File: config.mk
export PLATFORM = sky130hd
export DESIGN_NAME = lphm_ctrl
export DESIGN_NICKNAME = d
export VERILOG_FILES = /design/src/hw/rtl/assert_macros.svh /design/src/hw/rtl/lphm_pkg.sv /design/src/hw/rtl/lphm_ctrl.sv
export SDC_FILE = /design/constraint.sdc
export NUM_CORES = 1
export LEC_CHECK = 0
export ABC_CLOCK_PERIOD_IN_PS = 1200
export BUFFER_PORTS_ARGS = -buffer_cell sky130_fd_sc_hd__buf_2
export CORE_AREA = 2 2 39 41
export DETAILED_ROUTE_END_ITERATION = 7
export DIE_AREA = 0 0 41 43
export PLACE_DENSITY_LB_ADDON = 0.15
export SLEW_MARGIN = 30
export SYNTH_ARGS = -nofsm -noshare
export SYNTH_HDL_FRONTEND = slang
export SYNTH_SLANG_ARGS = --single-unit
File: constraint.sdc
create_clock -name clock -period 1.2 [get_ports clock]
set_input_delay 0.18 -clock clock [delete_from_list [all_inputs] [get_ports clock]]
set_output_delay 0.18 -clock clock [all_outputs]
set_load 0.03 [all_outputs]
File: src/hw/rtl/assert_macros.svh
// Assertion macros for the RTL of the hash map; the top level includes them.
`ifndef ASSERT_MACROS_SVH
`define ASSERT_MACROS_SVH
`ifndef ASSERT_OFF
// Same-cycle implication, disabled during reset.
`define ASSERT_IMPLY(label, clk, rst, pre, post, msg) \
   label: assert property (@(posedge clk) disable iff (rst) (pre) |-> (post)) else $error(msg);
// Next-cycle implication, disabled during reset.
`define ASSERT_NEXT(label, clk, rst, pre, post, msg) \
   label: assert property (@(posedge clk) disable iff (rst) (pre) |=> (post)) else $error(msg);
`else
`define ASSERT_IMPLY(label, clk, rst, pre, post, msg)
`define ASSERT_NEXT(label, clk, rst, pre, post, msg)
`endif
`endif

File: src/hw/rtl/lphm_pkg.sv
// Shared types, codes and widths of the linear probing hash map.
package lphm_pkg;

   localparam int SLOTS_DEFAULT = 256;

   localparam int CMD_W   = 2;
   localparam int KEY_W   = 32;
   localparam int HASH_W  = 32;
   localparam int VALUE_W = 64;
   localparam int LIMIT_W = 9;

   localparam logic [LIMIT_W-1:0] LOAD_LIMIT_RESET = 9'd192;

   localparam int CSR_ADDR_W = 3;
   localparam int CSR_DATA_W = 32;
   localparam logic CSR_IDX_LOAD_LIMIT = 1'b0;

   localparam logic [CMD_W-1:0] CMD_GET    = 2'd0;
   localparam logic [CMD_W-1:0] CMD_SET    = 2'd1;
   localparam logic [CMD_W-1:0] CMD_REMOVE = 2'd2;

   typedef enum logic [2:0] {
      ST_CLEAR,
      ST_IDLE,
      ST_PROBE,
      ST_RCHK,
      ST_RPROBE,
      ST_RESP
   } state_type;

   typedef enum logic [3:0] {
      OP_NONE,
      OP_CLEAR,
      OP_ACCEPT,
      OP_PROBE_STEP,
      OP_UPDATE,
      OP_INSERT,
      OP_REMOVE,
      OP_RELOC_START,
      OP_RELOC_STEP,
      OP_RELOC_PLACE
   } op_type;

   typedef struct packed {
      op_type op;
      logic   res_set;
      logic   res_hit;
      logic   res_status;
      logic   res_take_value;
      logic   rsp_load;
   } dp_cmd_type;

   typedef struct packed {
      logic [CMD_W-1:0] cmd;
      logic             req_nop;
      logic             key_match;
      logic             slot_empty;
      logic             probe_last;
      logic             room;
      logic             clr_last;
      logic             rem_last;
      logic             rsp_free;
   } dp_status_type;

endpackage

File: src/hw/rtl/lphm_ctrl.sv
// Controller state machine: sequences clear, probe, update, insert, remove and reinsert steps.
module lphm_ctrl (
   input  logic                   clock,
   input  logic                   reset,
   input  logic                   req_valid,
   output logic                   req_stall,
   input  lphm_pkg::dp_status_type dp_status,
   output lphm_pkg::dp_cmd_type    dp_cmd
);
   import lphm_pkg::*;

   state_type state_ff;
   state_type state_in;

   always_ff @(posedge clock) begin
      if (reset) begin
         state_ff <= ST_CLEAR;
      end else begin
         state_ff <= state_in;
      end
   end

   always_comb begin
      state_in  = state_ff;
      dp_cmd    = '0;
      dp_cmd.op = OP_NONE;
      req_stall = 1'b1;
      case (state_ff)
         ST_CLEAR: begin
            dp_cmd.op = OP_CLEAR;
            if (dp_status.clr_last) begin
               state_in = ST_IDLE;
            end
         end
         ST_IDLE: begin
            req_stall = 1'b0;
            if (req_valid) begin
               dp_cmd.op = OP_ACCEPT;
               if (dp_status.req_nop) begin
                  dp_cmd.res_set = 1'b1;
                  state_in       = ST_RESP;
               end else begin
                  state_in = ST_PROBE;
               end
            end
         end
         ST_PROBE: begin
            dp_cmd.res_set = 1'b1;
            state_in       = ST_RESP;
            if (dp_status.key_match) begin
               case (dp_status.cmd)
                  CMD_GET: begin
                     dp_cmd.res_hit        = 1'b1;
                     dp_cmd.res_take_value = 1'b1;
                  end
                  CMD_SET: begin
                     dp_cmd.op = OP_UPDATE;
                  end
                  default: begin
                     dp_cmd.op      = OP_REMOVE;
                     dp_cmd.res_hit = 1'b1;
                     state_in       = ST_RCHK;
                  end
               endcase
            end else if (dp_status.slot_empty) begin
               if (dp_status.cmd == CMD_SET) begin
                  if (dp_status.room) begin
                     dp_cmd.op      = OP_INSERT;
                     dp_cmd.res_hit = 1'b1;
                  end else begin
                     dp_cmd.res_status = 1'b1;
                  end
               end
            end else if (dp_status.probe_last) begin
               if (dp_status.cmd == CMD_SET) begin
                  dp_cmd.res_status = 1'b1;
               end
            end else begin
               dp_cmd.res_set = 1'b0;
               dp_cmd.op      = OP_PROBE_STEP;
               state_in       = ST_PROBE;
            end
         end
         ST_RCHK: begin
            if (dp_status.slot_empty) begin
               state_in = ST_RESP;
            end else begin
               dp_cmd.op = OP_RELOC_START;
               state_in  = ST_RPROBE;
            end
         end
         ST_RPROBE: begin
            if (dp_status.slot_empty) begin
               dp_cmd.op = OP_RELOC_PLACE;
               state_in  = dp_status.rem_last ? ST_RESP : ST_RCHK;
            end else begin
               dp_cmd.op = OP_RELOC_STEP;
            end
         end
         ST_RESP: begin
            if (dp_status.rsp_free) begin
               dp_cmd.rsp_load = 1'b1;
               state_in        = ST_IDLE;
            end
         end
         default: begin
            state_in = ST_IDLE;
         end
      endcase
   end

endmodule

# Word-level counts from Yosys, hierarchy flattened
# Index checks and enable logic that the tools add are counted.
[word_totals]
regBits = 3
latch_bits = 0
mem_bits_rw = 0
mem_bits_ro = 0
inputBits = 13
wordCells = 57
mem_count = 0
[classes]
n_addsub = 0
multipliers = 0
n_div = 0
order_cmp = 0
n_eq_ne = 10
n_shift = 0
muxes = 42
n_bitwise = 0
reduce_logical = 4
[op_table]
columns = ["operator", "count"]
rows = [
  ["$mux 3", 18],
  ["$pmux 4 s5", 1],
  ["$mux 1", 19],
  ["$pmux 3 s6", 1],
  ["$ne 2x2->1 const B", 4],
  ["$eq 3x2->1 const B", 2],
  ["$eq 3x3->1 const B", 2],
  ["$pmux 3 s2", 1],
  ["$reduce_and 4->1", 1],
  ["$eq 3x1->1 const B", 1],
  ["$logic_not 3->1", 1],
  ["$eq 2x1->1 const B", 1],
  ["$logic_not 2->1", 1],
  ["$mux 2", 1],
  ["$pmux 1 s2", 1],
  ["$reduce_or 2->1", 1],
]

# Longest topological paths before layout
[depth]
depth_word = 6
ltp_mapped = 5

# Worst setup path after synthesis
# OpenSTA, ideal clock, no wires.
[synth_path]
path_kind = "register to output"
start = "reg state_ff[2]"
end = "out dp_cmd[1] (netlist name)"
t_arrival_ns = 1.712
required_time_ns = 1.020
path_slack_ns = -0.692
stages_incl_launch_ff = 4
cell_sequence = "dfxtp_1 -> buf_2 -> nand2b_1 -> nor4b_1"
[synth_lines]
columns = ["element", "line_no", "text"]
rows = [
  ["start, declared", "lphm_ctrl.sv:12", "state_type state_ff;"],
  ["start signal, assigned", "lphm_ctrl.sv:19", "state_ff <= state_in;"],
  ["end, declared", "lphm_ctrl.sv:8", "output lphm_pkg::dp_cmd_type dp_cmd"],
]

==> run_results.csv <==
group,metric,value,unit
clock_tree,root_buffer,"clkbuf_4",
sta,worst_pin_slew,371,ps
yosys,synth_top_area_share,11.7,%
sta,finalSetupViolCount,13,
setup_path,criticalPathCategory,"register to output port",
power_and_ir_drop,p_leak,0.490,nW
flow_run,drv_cap,0,
finish,final_nets,136,
grt,grt-ovfl-total,0,
power_and_ir_drop,seq_power_share,17.2,%
yosys,ys_types,33,
finish,top_regs,"state_ff (3)",
die,rows,14,
clock_tree,clk_pin_slew,40,ps
power_and_ir_drop,irDropWorstVdd,0.337,mV
die,start_util,37.3,%
yosys,seq_area_frac_synth,11.7,%
setup_path,critPathMaxFanout,7,
drt,drc,0,
clock_tree,clk-insertion-delay-late,240,ps
finish,final_area,1170,um^2
die,coreArea,1380,um^2
drt,drt-total-wl,2110,um
die,die_y,43,um
finish,layout_common_cells,"buf_4 (30), buf_2 (12), buf_6 (12)",
clock_tree,htree_levels,1,
clock_tree,cts_buffers,3,
hold_path,hold_path_depth,2,
drt,viasPerCell,5.29,
setup_path,max_stage_delay,380,ps
clock_tree,cts.path.max_buffers,2,
finish,top_register,"state_ff",
grt,grt_antenna_before_repair,0,
power_and_ir_drop,swShare,38.3,%
placement,pre_cts_slack,-207,ps
drt,vias,730,
die,die_w,41,um
sta,timing.fmax,675,MHz
sta,min_period_over_period,123,%
die,pin_count,23,
power_and_ir_drop,combPwrFrac,55.5,%
yosys,yosys_register_bits,3,
setup_path,crit_path_top_delay_cell,"dfxtp_4",
grt,grt_pass1_vias,730,
sta,setup_ws,-281,ps
outcome,violations,"setup timing",
power_and_ir_drop,pwr-share-clk,27.3,%
placement,io_buffers,22,
finish,drive_above_1_share,81.1,%
placement,dp_cells,125,
clock_tree,cts_sinks,3,
die,dieArea,1760,um^2
setup_path,endpoint_kind,"output port",
yosys,synthTopCellsByArea,"dfxtp_1 (12%), buf_6 (6.6%), a2111oi_4 (5.3%)",
drt,drt-initial-drc-count,2,
finish,largest_reg_flops,3,
setup_path,cp.depth,5,
sta,finalHoldViolations,0,
outcome,outcome,"finished, violations left",
sta,min_period,1480,ps
yosys,syn_avg_cell_area,7.93,um^2
sta,skew,4.62,ps
grt,grt_pass1_wl,3090,um
setup_path,crit_chain,"nor2b_4 > buf_4 > nand2_2 > a21oi_4 > buf_6",
power_and_ir_drop,p_int,0.000417,W
sta,max-slew-margin-rel,75.0,%
finish,n_antenna_cell,0,
setup_path,cp-start-kind,"register",
sta,slew_viol_final,0,
clock_tree,cts_tree,"built",
grt,grt_max_degree,10,
setup_path,crit_family,"flip-flops",
grt,grt_use_total,26.7,%
setup_path,reg2reg_slack,-200,ps
hold_path,holdPathEnd,"state_ff[0]",
finish,final_cells,138,
placement,dp_hpwl,1420,um
sta,grt_setup_unrepaired,"yes",
hold_path,hold_path_startpoint,"reset",
power_and_ir_drop,p_switching,0.000259,W
drt,dr.pass1.iters,4,
setup_path,r2r_end,"state_ff[2]",
hold_path,holdCritPathClass,"input port to register",
yosys,synth_top_cell_by_area,"dfxtp_1",
setup_path,reg2reg_depth,7,
yosys,synth_warnings,0,
yosys,syn_inst,65,
clock_tree,cts_hold_buf,0,
power_and_ir_drop,p_per_area,577,nW/um^2
yosys,synth_fp_nets,78,
setup_path,required,1020,ps
finish,fill_cells,84,
setup_path,cp.arrival,1300,ps
finish,final_common_cell,"buf_4",
placement,placed_area,922,um^2
setup_path,reg2reg_from,"state_ff[0]",
drt,wire_per_inst,15.3,um
placement,gp_congestion,0.741,
setup_path,cp.buffers_inverters,2,
drt,antenna_left,0,
finish,area_growth,127,%
yosys,syn_area,515,um^2
==> what timing repair did <==
action                                 4_1_cts  5_1_grt
setup endpoints to repair                   13       13
buffers inserted                             8        1
endpoints found under the hold margin        0        0
pin swaps                                   11        3
gates cloned                                 0        0
resized for setup                           33       11
==> worst max path at each step <==
stage           startpoint   endpoint  slack, ps
3_3_place_gp   state_ff[1]  dp_cmd[1]       -180
2_1_floorplan  state_ff[2]  dp_cmd[1]        -90
5_1_grt        state_ff[1]  dp_cmd[6]       -330
4_1_cts        state_ff[1]  dp_cmd[6]       -280
6_report       state_ff[1]  dp_cmd[6]       -280
3_5_place_dp   state_ff[1]  dp_cmd[1]       -210
==> layer usage <==
metal / routed length [um] / track usage, % / vias up
met1: 782 / 27.4 / 339
met5: 0 / 0 / -
met3: 75 / 3.14 / 8
li1: - / - / 359
met2: 1180 / 47.8 / 24
met4: 73 / 14.7 / 0
==> power groups by stage <==
stage                     registers (W)  clock network (W)  logic, W
after floorplan                0.000117                  0  0.000170
after global placement         0.000120                  0  0.000285
after detailed placement       0.000121                  0  0.000292
after CTS                      0.000116           0.000187  0.000352
after global routing           0.000116           0.000191  0.000397
final                          0.000116           0.000184  0.000375
==> per-stage QoR <==
stage | TNS, ps | hold slack [ps] | utilization (%) | total power [W]
after global routing | -3440 | 162 | 84.6 | 0.000705
after floorplan | -523 | 239 | - | 0.000287
final | -2800 | 140 | 84.6 | 0.000676
after detailed placement | -1140 | 387 | 66.6 | 0.000413
after global placement | -840 | 379 | 66.6 | 0.000405
after CTS | -2760 | 141 | 81.2 | 0.000655
==> worst register-to-register path, delay by kind of cell, from the launching register on <==
kind,cells,cell delay [ps]
AO/OA/AOI/OAI,2,220
flip-flops,1,370
buffers and inverters,3,400
AND/OR/NAND/NOR,2,300
==> synthesized netlist by cell type <==
cell type	n
a21oi_1	5
o221ai_1	1
inv_1	2
a31oi_2	1
a2111oi_4	1
o32ai_1	1
dfxtp_1	3
nand2b_1	3
inv_2	1
o2bb2ai_2	1
nor2b_1	2
nor2_2	3
nor2b_2	1
buf_2	1
buf_6	3
a21oi_2	1
or3_4	1
a32oi_1	1
nand3_1	1
nand2b_2	2
nor3_1	1
o2bb2ai_1	2
nor3b_4	1
nand2_1	6
o21ai_2	1
a311oi_2	1
nor2_1	7
a2111oi_2	1
o21ai_0	5
nor4b_1	1
o32ai_2	1
nand2_2	2
nor4_1	1
==> cell type report <==
class	instances	area (um^2)	area share [%]
clock buffer	4	26.3	2.24
inverter	3	13.8	1.18
multi-input combinational	55	564	48.2
sequential	3	71.3	6.09
tap	16	20.0	1.71
timing repair buffer	57	475	40.6
==> cell families after synthesis <==
kind of cell	after synthesis	share of synthesized area, %
AOI/OAI and AO/OA	23	41.3
buffers and inverters	7	9.71
DFF	3	11.7
and+or+nand+nor	32	37.4
No activity file was read; power rests on OpenSTA's default activity.
